**src/hdl/scp_pkg.sv**
```systemverilog
`timescale 1ns / 1ps
// ----------------------------------------------------------------------------
// scp_pkg
// Types and constants shared by the container parser modules.
// ----------------------------------------------------------------------------
package scp_pkg;

	// register indexes on the write port
	localparam int unsigned REG_IDX_W = 2;
	localparam logic [REG_IDX_W-1:0] REG_MAGIC   = 2'd0;
	localparam logic [REG_IDX_W-1:0] REG_VERSION = 2'd1;
	localparam logic [REG_IDX_W-1:0] REG_WANTED  = 2'd2;

	// width of the write data, the widest register
	localparam int unsigned REG_DATA_W = 32;

	// parse phases
	typedef enum logic [2:0] {
		PH_FILE_HDR,
		PH_ENTRY_HDR,
		PH_CODE,
		PH_PAD,
		PH_DONE,
		PH_ERROR
	} scp_phase_t;

	// one input item as it sits in the front queue
	typedef struct packed {
		logic [7:0] data;
		logic       last;
	} scp_item_t;

	// fields of the wanted entry
	typedef struct packed {
		logic [31:0] inputs;
		logic [31:0] outputs;
		logic [15:0] samplers;
		logic [15:0] extra;
		logic [31:0] code_size;
		logic [31:0] code_offset;
	} scp_found_t;

	// configuration as seen by the parser's header checks
	typedef struct packed {
		logic [31:0] magic;
		logic [31:0] version;
	} scp_hdr_cfg_t;

endpackage

```
**src/hdl/scp_queue.sv**
```systemverilog
`timescale 1ns / 1ps
// ----------------------------------------------------------------------------
// scp_queue
// Two-entry queue with full and empty flags; push and pop may share a cycle.
// ----------------------------------------------------------------------------
module scp_queue #(
	parameter int unsigned WIDTH = 8
) (
	input  logic             clk,
	input  logic             arst_n,
	input  logic             push,
	input  logic [WIDTH-1:0] wdata,
	output logic             full,
	input  logic             pop,
	output logic [WIDTH-1:0] rdata,
	output logic             empty
);

	logic [WIDTH-1:0] mem_q [2];
	logic             wr_ptr_q;
	logic             rd_ptr_q;
	logic [1:0]       count_q;
	logic             do_push;
	logic             do_pop;

	assign full    = (count_q == 2'd2);
	assign empty   = (count_q == 2'd0);
	assign do_push = push & ~full;
	assign do_pop  = pop & ~empty;
	assign rdata   = mem_q[rd_ptr_q];

	// pointers and fill level
	always_ff @(posedge clk or negedge arst_n) begin
		if (!arst_n) begin
			wr_ptr_q <= 1'b0;
			rd_ptr_q <= 1'b0;
			count_q  <= 2'd0;
		end else begin
			if (do_push) wr_ptr_q <= ~wr_ptr_q;
			if (do_pop) rd_ptr_q <= ~rd_ptr_q;
			case ({do_push, do_pop})
				2'b10:   count_q <= count_q + 2'd1;
				2'b01:   count_q <= count_q - 2'd1;
				default: count_q <= count_q;
			endcase
		end
	end

	// storage
	always_ff @(posedge clk) begin
		if (do_push) mem_q[wr_ptr_q] <= wdata;
	end

endmodule

```
**src/hdl/scp_parser.sv**
```systemverilog
`timescale 1ns / 1ps
// ----------------------------------------------------------------------------
// scp_parser
// Back end: walks the container one item a cycle unless a final byte waits
// on a full result queue; builds the result sent out on each file's last byte.
// ----------------------------------------------------------------------------
module scp_parser #(
	parameter int unsigned MAX_ENTRIES = 4096,
	parameter int unsigned OFFSET_BITS = 32,
	parameter int unsigned CNT_W       = 13
) (
	input  logic                 clk,
	input  logic                 arst_n,
	// front queue
	input  logic                 in_valid,
	input  scp_pkg::scp_item_t   in_item,
	output logic                 in_pop,
	// header checks and entry selection
	input  scp_pkg::scp_hdr_cfg_t hdr_cfg,
	input  logic [CNT_W-1:0]     wanted,
	// result queue
	input  logic                 res_full,
	output logic                 res_push,
	output logic                 res_file_valid,
	output logic [CNT_W-1:0]     res_count,
	output logic                 res_found,
	output scp_pkg::scp_found_t  res_data
);

	localparam logic [CNT_W-1:0] MAX_CNT = CNT_W'(MAX_ENTRIES);
	localparam logic [31:0]      MAX_W32 = 32'(MAX_ENTRIES);

	scp_pkg::scp_phase_t    ph_q, ph_n;
	logic [3:0]             bih_q, bih_n;
	logic [23:0]            gather_q, gather_n;
	logic [CNT_W-1:0]       count_q, count_n;
	logic [CNT_W-1:0]       epos_q, epos_n;
	logic [31:0]            code_left_q, code_left_n;
	logic [1:0]             pad_q, pad_n;
	logic [OFFSET_BITS-1:0] off_q, off_n;
	scp_pkg::scp_found_t    kept_q, kept_n;
	logic                   have_q, have_n;
	logic                   err_q, err_n;

	logic                   fire;
	logic [31:0]            word;
	logic [1:0]             low;
	logic                   match;
	logic [CNT_W-1:0]       epos_inc;
	logic                   do_next;
	logic                   file_ok;
	logic [OFFSET_BITS:0]   off_inc;
	logic [OFFSET_BITS+32:0] off_ext;
	logic [1:0]             pad_of_size;

	// an item moves on unless it would close a file while the result queue is full
	assign fire   = in_valid & (~in_item.last | ~res_full);
	assign in_pop = fire;

	assign word        = {in_item.data, gather_q};
	assign low         = bih_q[1:0];
	assign match       = (wanted < MAX_CNT) && (epos_q == wanted);
	assign epos_inc    = epos_q + CNT_W'(1);
	assign off_inc     = {1'b0, off_q} + {{OFFSET_BITS{1'b0}}, 1'b1};
	assign off_ext     = {32'd0, off_inc};
	assign pad_of_size = 2'd0 - word[1:0];

	// next-state logic for one byte
	always_comb begin
		ph_n        = ph_q;
		bih_n       = bih_q;
		gather_n    = gather_q;
		count_n     = count_q;
		epos_n      = epos_q;
		code_left_n = code_left_q;
		pad_n       = pad_q;
		off_n       = off_q;
		kept_n      = kept_q;
		have_n      = have_q;
		err_n       = err_q;
		do_next     = 1'b0;

		// assemble little-endian words in the two header phases
		if (ph_q == scp_pkg::PH_FILE_HDR || ph_q == scp_pkg::PH_ENTRY_HDR) begin
			case (low)
				2'd0:    gather_n[7:0]   = in_item.data;
				2'd1:    gather_n[15:8]  = in_item.data;
				2'd2:    gather_n[23:16] = in_item.data;
				default: gather_n        = 24'd0;
			endcase
		end

		case (ph_q)
			scp_pkg::PH_FILE_HDR: begin
				bih_n = bih_q + 4'd1;
				case (bih_q)
					4'd3: begin
						if (word != hdr_cfg.magic) begin
							err_n = 1'b1;
							ph_n  = scp_pkg::PH_ERROR;
						end
					end
					4'd7: begin
						if (word != hdr_cfg.version) begin
							err_n = 1'b1;
							ph_n  = scp_pkg::PH_ERROR;
						end
					end
					4'd11: begin
						if (word > MAX_W32) begin
							err_n = 1'b1;
							ph_n  = scp_pkg::PH_ERROR;
						end else begin
							count_n = word[CNT_W-1:0];
							epos_n  = '0;
							bih_n   = 4'd0;
							ph_n    = (word == 32'd0) ? scp_pkg::PH_DONE
							                          : scp_pkg::PH_ENTRY_HDR;
						end
					end
					default: ;
				endcase
			end
			scp_pkg::PH_ENTRY_HDR: begin
				bih_n = bih_q + 4'd1;
				case (bih_q)
					4'd3:  if (match) kept_n.inputs = word;
					4'd7:  if (match) kept_n.outputs = word;
					4'd11: begin
						if (match) begin
							kept_n.samplers = word[15:0];
							kept_n.extra    = word[31:16];
						end
					end
					4'd15: begin
						if (match) begin
							kept_n.code_size   = word;
							kept_n.code_offset = off_ext[31:0];
							have_n             = 1'b1;
						end
						code_left_n = word;
						pad_n       = pad_of_size;
						bih_n       = 4'd0;
						if (word != 32'd0) ph_n = scp_pkg::PH_CODE;
						else do_next = 1'b1;
					end
					default: ;
				endcase
			end
			scp_pkg::PH_CODE: begin
				code_left_n = code_left_q - 32'd1;
				if (code_left_q == 32'd1) begin
					if (pad_q != 2'd0) ph_n = scp_pkg::PH_PAD;
					else do_next = 1'b1;
				end
			end
			scp_pkg::PH_PAD: begin
				pad_n = pad_q - 2'd1;
				if (pad_q == 2'd1) do_next = 1'b1;
			end
			scp_pkg::PH_DONE: begin
				// trailing byte after the last entry
				err_n = 1'b1;
				ph_n  = scp_pkg::PH_ERROR;
			end
			default: begin
				err_n = 1'b1;
				ph_n  = scp_pkg::PH_ERROR;
			end
		endcase

		// step to the following entry
		if (do_next) begin
			epos_n   = epos_inc;
			bih_n    = 4'd0;
			gather_n = 24'd0;
			ph_n     = (epos_inc >= count_q) ? scp_pkg::PH_DONE : scp_pkg::PH_ENTRY_HDR;
		end

		// byte offset, with overflow making the file invalid
		if (!in_item.last) begin
			if (off_q == '1) begin
				err_n = 1'b1;
				ph_n  = scp_pkg::PH_ERROR;
			end else begin
				off_n = off_inc[OFFSET_BITS-1:0];
			end
		end
	end

	// result of the file that closes with this byte
	assign file_ok        = ~err_n & (ph_n == scp_pkg::PH_DONE);
	assign res_push       = fire & in_item.last;
	assign res_file_valid = file_ok;
	assign res_count      = file_ok ? count_q : '0;
	assign res_found      = file_ok & have_n;
	assign res_data       = (file_ok & have_n) ? kept_n : '0;

	// state registers, cleared again at the end of each file
	always_ff @(posedge clk or negedge arst_n) begin
		if (!arst_n) begin
			ph_q        <= scp_pkg::PH_FILE_HDR;
			bih_q       <= 4'd0;
			gather_q    <= 24'd0;
			count_q     <= '0;
			epos_q      <= '0;
			code_left_q <= 32'd0;
			pad_q       <= 2'd0;
			off_q       <= '0;
			kept_q      <= '0;
			have_q      <= 1'b0;
			err_q       <= 1'b0;
		end else if (fire) begin
			if (in_item.last) begin
				ph_q        <= scp_pkg::PH_FILE_HDR;
				bih_q       <= 4'd0;
				gather_q    <= 24'd0;
				count_q     <= '0;
				epos_q      <= '0;
				code_left_q <= 32'd0;
				pad_q       <= 2'd0;
				off_q       <= '0;
				kept_q      <= '0;
				have_q      <= 1'b0;
				err_q       <= 1'b0;
			end else begin
				ph_q        <= ph_n;
				bih_q       <= bih_n;
				gather_q    <= gather_n;
				count_q     <= count_n;
				epos_q      <= epos_n;
				code_left_q <= code_left_n;
				pad_q       <= pad_n;
				off_q       <= off_n;
				kept_q      <= kept_n;
				have_q      <= have_n;
				err_q       <= err_n;
			end
		end
	end

endmodule

```
**src/hdl/shader_container_parser_unit.sv**
```systemverilog
`timescale 1ns / 1ps
// ----------------------------------------------------------------------------
// shader_container_parser_unit
// Streaming checker for an entry container file; reports validity, entry
// count and the fields of one selected entry.
// ----------------------------------------------------------------------------
// Use:
//   Input channel: present data_byte/last_byte with push; the item is taken
//   at an edge where push is high and full is low. last_byte marks the final
//   byte of a file. A front queue of two items takes the bytes.
//   Result channel: one result per file. While empty is low the result is on
//   the output ports; pop with empty low takes it. A two-item result queue
//   sits behind the parser.
//   Configuration: wr_en/wr_index/wr_data write magic, version and wanted
//   index, one register per write; write only while no file is in flight.
// Timing:
//   One byte per clock sustained; the parser handles one byte a cycle unless
//   a final byte waits on a full result queue. The result queue registers a
//   file's result as its final byte is taken; it shows if none is ahead of it.
// Reset and stall:
//   arst_n clears both queues and the parse state; registers go to their
//   reset values (wanted index = MAX_ENTRIES, count only). When pop is held
//   low and the result queue fills, the parser stops on the next final byte
//   and the front queue then raises full.
// ----------------------------------------------------------------------------
module shader_container_parser_unit #(
	parameter int unsigned MAX_ENTRIES = 4096,
	parameter int unsigned OFFSET_BITS = 32,
	parameter int unsigned CNT_W       = $clog2(MAX_ENTRIES + 1)
) (
	input  logic                           clk,
	input  logic                           arst_n,
	// configuration
	input  logic                           wr_en,
	input  logic [scp_pkg::REG_IDX_W-1:0]  wr_index,
	input  logic [scp_pkg::REG_DATA_W-1:0] wr_data,
	// input items
	input  logic                           push,
	output logic                           full,
	input  logic [7:0]                     data_byte,
	input  logic                           last_byte,
	// result items
	output logic                           empty,
	input  logic                           pop,
	output logic                           file_valid,
	output logic [CNT_W-1:0]               entry_count,
	output logic                           entry_found,
	output logic [31:0]                    found_inputs,
	output logic [31:0]                    found_outputs,
	output logic [15:0]                    found_samplers,
	output logic [15:0]                    found_extra,
	output logic [31:0]                    found_code_size,
	output logic [31:0]                    found_code_offset
);

	localparam int unsigned ITEM_W = $bits(scp_pkg::scp_item_t);
	localparam int unsigned RES_W  = 2 + CNT_W + $bits(scp_pkg::scp_found_t);

	scp_pkg::scp_hdr_cfg_t hdr_cfg_q;
	logic [CNT_W-1:0]      wanted_q;

	scp_pkg::scp_item_t    in_wr;
	scp_pkg::scp_item_t    in_rd;
	logic [ITEM_W-1:0]     in_rd_vec;
	logic                  in_empty;
	logic                  in_pop;

	logic                  res_push;
	logic                  res_full;
	logic                  res_file_valid;
	logic [CNT_W-1:0]      res_count;
	logic                  res_found;
	scp_pkg::scp_found_t   res_data;
	logic [RES_W-1:0]      res_wr_vec;
	logic [RES_W-1:0]      res_rd_vec;
	scp_pkg::scp_found_t   out_data;

	// configuration registers
	always_ff @(posedge clk or negedge arst_n) begin
		if (!arst_n) begin
			hdr_cfg_q <= '0;
			wanted_q  <= CNT_W'(MAX_ENTRIES);
		end else if (wr_en) begin
			case (wr_index)
				scp_pkg::REG_MAGIC:   hdr_cfg_q.magic   <= wr_data;
				scp_pkg::REG_VERSION: hdr_cfg_q.version <= wr_data;
				scp_pkg::REG_WANTED:  wanted_q          <= wr_data[CNT_W-1:0];
				default: ;
			endcase
		end
	end

	// front queue
	assign in_wr.data = data_byte;
	assign in_wr.last = last_byte;

	scp_queue #(
		.WIDTH (ITEM_W)
	) u_in_queue (
		.clk    (clk),
		.arst_n (arst_n),
		.push   (push),
		.wdata  (in_wr),
		.full   (full),
		.pop    (in_pop),
		.rdata  (in_rd_vec),
		.empty  (in_empty)
	);

	assign in_rd = in_rd_vec;

	// parser
	scp_parser #(
		.MAX_ENTRIES (MAX_ENTRIES),
		.OFFSET_BITS (OFFSET_BITS),
		.CNT_W       (CNT_W)
	) u_parser (
		.clk            (clk),
		.arst_n         (arst_n),
		.in_valid       (~in_empty),
		.in_item        (in_rd),
		.in_pop         (in_pop),
		.hdr_cfg        (hdr_cfg_q),
		.wanted         (wanted_q),
		.res_full       (res_full),
		.res_push       (res_push),
		.res_file_valid (res_file_valid),
		.res_count      (res_count),
		.res_found      (res_found),
		.res_data       (res_data)
	);

	// result queue
	assign res_wr_vec = {res_file_valid, res_count, res_found, res_data};

	scp_queue #(
		.WIDTH (RES_W)
	) u_res_queue (
		.clk    (clk),
		.arst_n (arst_n),
		.push   (res_push),
		.wdata  (res_wr_vec),
		.full   (res_full),
		.pop    (pop),
		.rdata  (res_rd_vec),
		.empty  (empty)
	);

	assign {file_valid, entry_count, entry_found, out_data} = res_rd_vec;
	assign found_inputs      = out_data.inputs;
	assign found_outputs     = out_data.outputs;
	assign found_samplers    = out_data.samplers;
	assign found_extra       = out_data.extra;
	assign found_code_size   = out_data.code_size;
	assign found_code_offset = out_data.code_offset;

endmodule

```
**config.mk**
```make
export PLATFORM = sky130hd
export DESIGN_NAME = shader_container_parser_unit
export DESIGN_NICKNAME = d
export VERILOG_FILES = /design/src/hdl/scp_pkg.sv /design/src/hdl/scp_queue.sv /design/src/hdl/scp_parser.sv /design/src/hdl/shader_container_parser_unit.sv
export SDC_FILE = /design/constraint.sdc
export NUM_CORES = 1
export LEC_CHECK = 0
export BUFFER_PORTS_ARGS = -buffer_cell sky130_fd_sc_hd__buf_2
export CORE_MARGIN = 8
export CORE_UTILIZATION = 55
export DETAILED_ROUTE_END_ITERATION = 10
export GPL_TIMING_DRIVEN = 0
export PLACE_DENSITY_LB_ADDON = 0.3
export SLEW_MARGIN = 15
export SYNTH_ARGS = -nofsm -noshare
export SYNTH_HDL_FRONTEND = slang
export SYNTH_SLANG_ARGS = --single-unit
```
**constraint.sdc**
```tcl
create_clock -name clk -period 18 [get_ports clk]
set_input_delay 2.7 -clock clk [delete_from_list [all_inputs] [get_ports clk]]
set_output_delay 2.7 -clock clk [all_outputs]
set_load 0.1 [all_outputs]
```
## Word-level counts from Yosys, hierarchy flattened

Memories as Yosys holds them, arrays and structs flattened.
Cells that the tools add are included.

| word-level totals | value |
|---|---|
| output and inout port bits | 177 |
| register bits after elaboration | 370 |
| logic and storage cells | 208 |
| bits of input ports | 48 |
| memories kept | 2 |
| bits in writable memories | 368 |

Memories:

| memory | depth | bits a word | rd ports | clocked after memory_dff | wr ports | RTL line | text |
|---|---|---|---|---|---|---|---|
| u_res_queue.mem_q | 2 | 175 | 1 | 0 | 1 | scp_queue.sv:19 | `logic [WIDTH-1:0] mem_q [2];` |
| u_in_queue.mem_q | 2 | 9 | 1 | 0 | 1 | scp_queue.sv:19 |  |

| cells by class | value |
|---|---|
| multiplexer cells | 80 |
| bitwise operators | 19 |
| add/sub/neg operators | 10 |
| order comparisons | 3 |
| eq/ne operators | 31 |
| reductions and logical operators | 36 |

Operator list:

| operator | count |
|---|---|
| 160-bit 2-to-1 mux | 3 |
| 32-bit 2-to-1 mux | 10 |
| 13-bit 2-to-1 mux | 10 |
| 64-bit 2-to-1 mux | 2 |
| 24-bit 2-to-1 mux | 3 |
| 32-bit inequality test | 2 |
| 32-bit case mux with 2 select lines | 1 |
| 8-bit case mux with 2 select lines | 3 |
| 3-bit 2-to-1 mux | 13 |
| 32-bit by 1-bit adder with 32-bit output, second input constant | 1 |
| 32-bit by 1-bit equality test with 1-bit output, second input constant | 1 |
| 32-bit equality test, second input constant | 1 |
| 32-bit by 13-bit > comparator with 1-bit output, second input constant | 1 |
| 32-bit logical NOT | 1 |
| 32-bit nonzero test | 1 |
| 32-bit by 1-bit subtractor with 32-bit output, second input constant | 1 |
| 4-bit 2-to-1 mux | 5 |
| 1-bit 2-to-1 mux | 19 |
| 3-bit AND reduction | 5 |
| 3-bit nonzero test | 5 |
| 13-bit by 1-bit adder with 13-bit output, second input constant | 1 |
| 13-bit equality test | 1 |
| 13-bit greater-or-equal comparator | 1 |
| 13-bit less-than comparator, second input constant | 1 |
| other kinds (35) | 87 |

## Depth between registers and ports, before layout

An unclocked memory read counts as a cell.

| logic depth | value |
|---|---|
| depth in word-level cells | 13 |
| mapped depth | 16 |
| depth with buffers taken out | 14 |

## Cells and area by module

Synthesis repeated with hierarchy kept, for this count alone.

| second synthesis, totals | value |
|---|---|
| cell total of the unflattened synthesis | 2835 |
| area total of the unflattened synthesis | 34225.3 um^2 |

Modules (own cells, without submodules):

| module | cells each | area an instance (um^2) | sequential area each (um^2) | instances |
|---|---|---|---|---|
| scp_parser | 2061 | 17067.6 | 7131.8 | 1 |
| scp_queue at u_res_queue | 563 | 13406.6 | 10610.2 | 1 |
| shader_container_parser_unit | 165 | 2907.8 | 1928.1 | 1 |
| scp_queue at u_in_queue | 46 | 843.3 | 640.6 | 1 |

## Worst setup path after synthesis

No wires, ideal clock.

| timing path | value |
|---|---|
| path kind | reg-to-reg |
| from | register u_in_queue.rd_ptr_q |
| to | memory u_res_queue.mem_q[0][0] (netlist name), enable pin |
| arrival time | 8.694 ns |
| path buffers | 2 |
| cell stages (with the launch flop) | 8 |
| required time | 17.288 ns |
| setup time | 0.712 ns |
| slack | 8.594 ns |
| period minus slack after synthesis | 9.406 ns |
| cells stage by stage | dfrtp_1 > buf_2 > mux2i_1 > o32ai_1 > clkbuf_1 > nor2_1 > inv_1 > nor2_1 |

| on the way | value |
|---|---|
| word-level cells in the longest chain between the ends | 8 |

Ends and longest elaborated chain:

| item | RTL line | text |
|---|---|---|
| start, declared | scp_queue.sv:21 | `logic rd_ptr_q;` |
| start signal, assigned | scp_queue.sv:40 | `if (do_pop) rd_ptr_q <= ~rd_ptr_q;` |
| memory 2 x 9 bit * | -- |  |
| 1-bit inverter | scp_parser.sv:57 | `assign fire = in_valid & (~in_item.last \| ~res_full);` |
| 1-bit bitwise OR | scp_parser.sv:57 |  |
| 1-bit AND | scp_parser.sv:57 |  |
| 1-bit AND * | scp_parser.sv:193 | `assign res_push = fire & in_item.last;` |
| 1-bit AND * | scp_queue.sv:28 | `assign do_push = push & ~full;` |
| 1-bit 2-to-1 mux * | scp_queue.sv:51 | `if (do_push) mem_q[wr_ptr_q] <= wdata;` |
| 1-bit 2-to-1 mux (not written as such) * | scp_queue.sv:51 |  |
| end, declared | scp_queue.sv:19 |  |

Every way passes the cells marked *; elsewhere a longest branch is shown, timed or not.

## Worst setup path in the final report

| timing path | value |
|---|---|
| from | register u_res_queue.rd_ptr_q |
| to | output port found_inputs[27] |

| on the way | value |
|---|---|
| word-level cells in the longest chain between the ends | 1 |

Ends and longest elaborated chain:

| item | RTL line | text |
|---|---|---|
| start, declared | scp_queue.sv:21 |  |
| start signal, assigned | scp_queue.sv:40 |  |
| memory 2 x 175 bit | -- |  |
| end, declared | shader_container_parser_unit.sv:48 | `output logic [31:0] found_inputs,` |

No other way between the ends.

==> metrics.yaml <==
outcome: "finished clean"
post-dp-hpwl_um: 65300
hold_violations: 0
combPwrFrac_pct: 48.6
wl_met1_um: 37200
cp.arrival_ps: 3620
crit_fanout: 10
rows: 89
route.detailed.drc: 0
drtIter0Drc: 2840
intPower_w: 0.00374
maxCapViolCount: 0
required_ps: 15300
slew_violations: 0
cts.sinks: 738
fp.dieW_um: 260
fp.dieH_um: 260
slew_headroom_pct: 26.8
synthFlopType: "dfrtp_1"
cts-resized-gates: 0
final_cell_area_um2: 37600
vias_per_cell: 6.15
p_sw_share_pct: 49.7
critPathMaxStageDelay_ps: 800
cp_slowest_cell: "clkbuf_1"
synth-seq-cells: 738
nets: 3119
startpoint_type: "register"
endpoint_kind: "output port"
ant_nets: 0
cts_made_buffers: 75
vdd_drop_max_mv: 0.294
synth_compound_area_share_pct: 10.9
grt_max_degree: 108
dieArea_um2: 67800
hold_path.class: "register to register"
firstDrtPassIters: 6
power.density_nw_per_um2: 198
grt_pass1_vias: 23900
portBuffers: 224
worst_pin_slew_ps: 1100
cts_hold_buffers: 0
antenna_found_initial: 1
start_util_pct: 55.6
period_needed_ps: 6320
power.total_w: 0.00745
path_class: "register to output port"
gr-usage-all-layers_pct: 27.0
synth_top_family_by_area: "compound AO/OA/AOI/OAI gates"
rsz0062_at_grt: "false"
ioPinCount: 225
pwr-share-clk_pct: 20.0
dr_total_vias: 23800
crit_family: "buffers and inverters"
path_cells: "clkbuf_1 -> clkbuf_1 -> clkbuf_1 -> mux2_2 -> buf_2"
synthDistinctLibCells: 63
cp_common_cell: "clkbuf_1"
grt.overflow.total: 0
insertedDiodeCount: 0
clock_latency_ps: 630
cts.clk_slew.worst_paths_ps: 60
nFillCells: 4504
synthAdderAreaFrac_pct: 0.991
fin_tns_setup_ps: 0
place_area_um2: 35300
clock.fmax_ghz: 0.158
dr_wl_met3_um: 8480
tritoncts: "built"
syn_inst: 2731
yosysWarnings: 0
detail_route.wirelength_um: 93100
finalWeightedCongestion: 0.938
critPathBufInv: 4
root_buffer: "clkbuf_16"
setup_viol: 0
wl_per_cell_um: 24.0
synth-simple-area-share_pct: 10.5
wl_met2_um: 43600
p_switching_w: 0.00370
core-area_um2: 59000
area_delta_synth_final_pct: 14.6
dr.max_layer_used: "met5"
yosys.area_share.xor_xnor_pct: 3.39
syn-num-nets: 2805
muxShareOfSynthArea_pct: 9.75
finalCritPeriodShare_pct: 35.1
drive_above_1_share_pct: 20.1
async_flop_share_pct: 50.1
clock_path_buffers: 3
syn_area_um2: 32800
fin_skew_ps: 31.1
synth-edff-count: 368
h-tree-depth: 3
cts_setup_buffers: 0
yosysSeqAreaShare_pct: 61.9
pwr-share-seq_pct: 31.3
grt_pass1_wl_um: 141000
p_leak_nw: 14.6
synth.avg_cell_area_um2: 12.0
## tightest hold or removal path: cells and delay by family (launching register included)
kind             cells  cell delay (ps)
AO/OA/AOI/OAI        1               60
flip-flops           1              340
AND/OR/NAND/NOR      1               50
## worst paths after layout
check                                     start                         to  slack, ps  cells past startpoint
setup reg to reg             u_parser.epos_q[0]  u_res_queue.mem_q[0][131]      13240                     15
hold reg to reg             u_parser.kept_q[77]        u_parser.kept_q[77]        480                      2
max in group asynchronous                arst_n        u_parser.kept_q[49]      14570                      3
hold / removal              u_parser.kept_q[77]        u_parser.kept_q[77]        480                      2
setup / recovery           u_res_queue.rd_ptr_q           found_inputs[27]      11680                      5
min in group asynchronous                arst_n              hdr_cfg_q[28]       2060                      1
## layer usage
layer,GRT usage [%],vias up
met2,42.8,1222
met1,36.2,11900
met3,5.45,213
li1,-,10500
met4,11.7,2
met5,0,-
## state kept, by name, summed over array words and instances, names as in the netlist, 3 cells and up
register / flops
u_in_queue.mem_q: 18
u_parser.count_q: 13
u_parser.ph_q: 3
wanted_q: 13
u_parser.kept_q: 160
u_parser.code_left_q: 32
u_parser.epos_q: 13
hdr_cfg_q: 64
u_res_queue.mem_q: 350
u_parser.bih_q: 4
u_parser.off_q: 32
u_parser.gather_q: 24
## Yosys cell counts, drive strengths merged (60+ instances only)
| master | number | area share (%) |
|---|---|---|
| nor2 | 191 | 2.2 |
| o21ai | 216 | 3.3 |
| edfxtp | 368 | 34 |
| mux2 | 253 | 8.7 |
| dfrtp | 369 | 28 |
| nand2 | 299 | 3.4 |
| a22o | 119 | 3.2 |
| xor2 | 60 | 1.6 |
| a21oi | 141 | 2.1 |
| xnor2 | 67 | 1.8 |
| clkbuf | 170 | 1.9 |
| nand3 | 100 | 1.5 |
## placed cells by master, fill, tap and decap left out, types with 13 or more instances in the layout
cell         n
inv_1       29
and2_1      13
edfxtp_1   368
dfrtp_1    369
xnor2_1     67
clkbuf_1   202
nand2_1    299
a21oi_1    141
and3_1      22
o31ai_1     13
ha_1        26
nand3_1    100
o21a_1      36
xor2_1      60
nor3_1      31
clkbuf_16   78
mux2_2     253
buf_2      236
nand4_1     24
nor2_1     190
a22o_1     119
nor4_1      29
mux2i_1     26
o21ai_0    210
## cell type report
type	instances	area, um^2	share of cell area, %
inverter	30	113	0.299
clock inverter	24	193	0.512
clock buffer	114	2130	5.65
tap	773	967	2.57
multi-input combinational	1771	11700	31.1
timing repair buffer	237	1460	3.88
buffer	192	752	2.00
sequential	738	20300	54.0
## kinds of logic (layout without fill, tap and decap cells)
group           Yosys count  in the layout
simple gates            761            761
flops                   738            738
compound gates          569            569
mux                     288            288
buf+inv                 222            597
xor+xnor                127            127
fa+ha+maj                26             26
## through the flow
step | hold slack, ps | std cells | util, % | worst slack (ps)
after floorplan | 450 | 2731 | - | 8590
after global placement | 460 | 3728 | 59.2 | 3020
after detailed placement | 467 | 3741 | 59.8 | 12310
after CTS | 481 | 3879 | 63.8 | 11620
after global routing | 495 | 3879 | 63.8 | 11560
final | 480 | 3879 | 63.8 | 11680
## power by group through the flow
stage | Clock, W | Combinational, W | Sequential [W]
2_1_floorplan | 0 | 0.00277 | 0.00238
3_3_place_gp | 0 | 0.00350 | 0.00245
3_5_place_dp | 0 | 0.00360 | 0.00236
4_1_cts | 0.00151 | 0.00361 | 0.00233
5_1_grt | 0.00157 | 0.00376 | 0.00236
6_report | 0.00149 | 0.00362 | 0.00233
(Power assumes the default switching activity.)
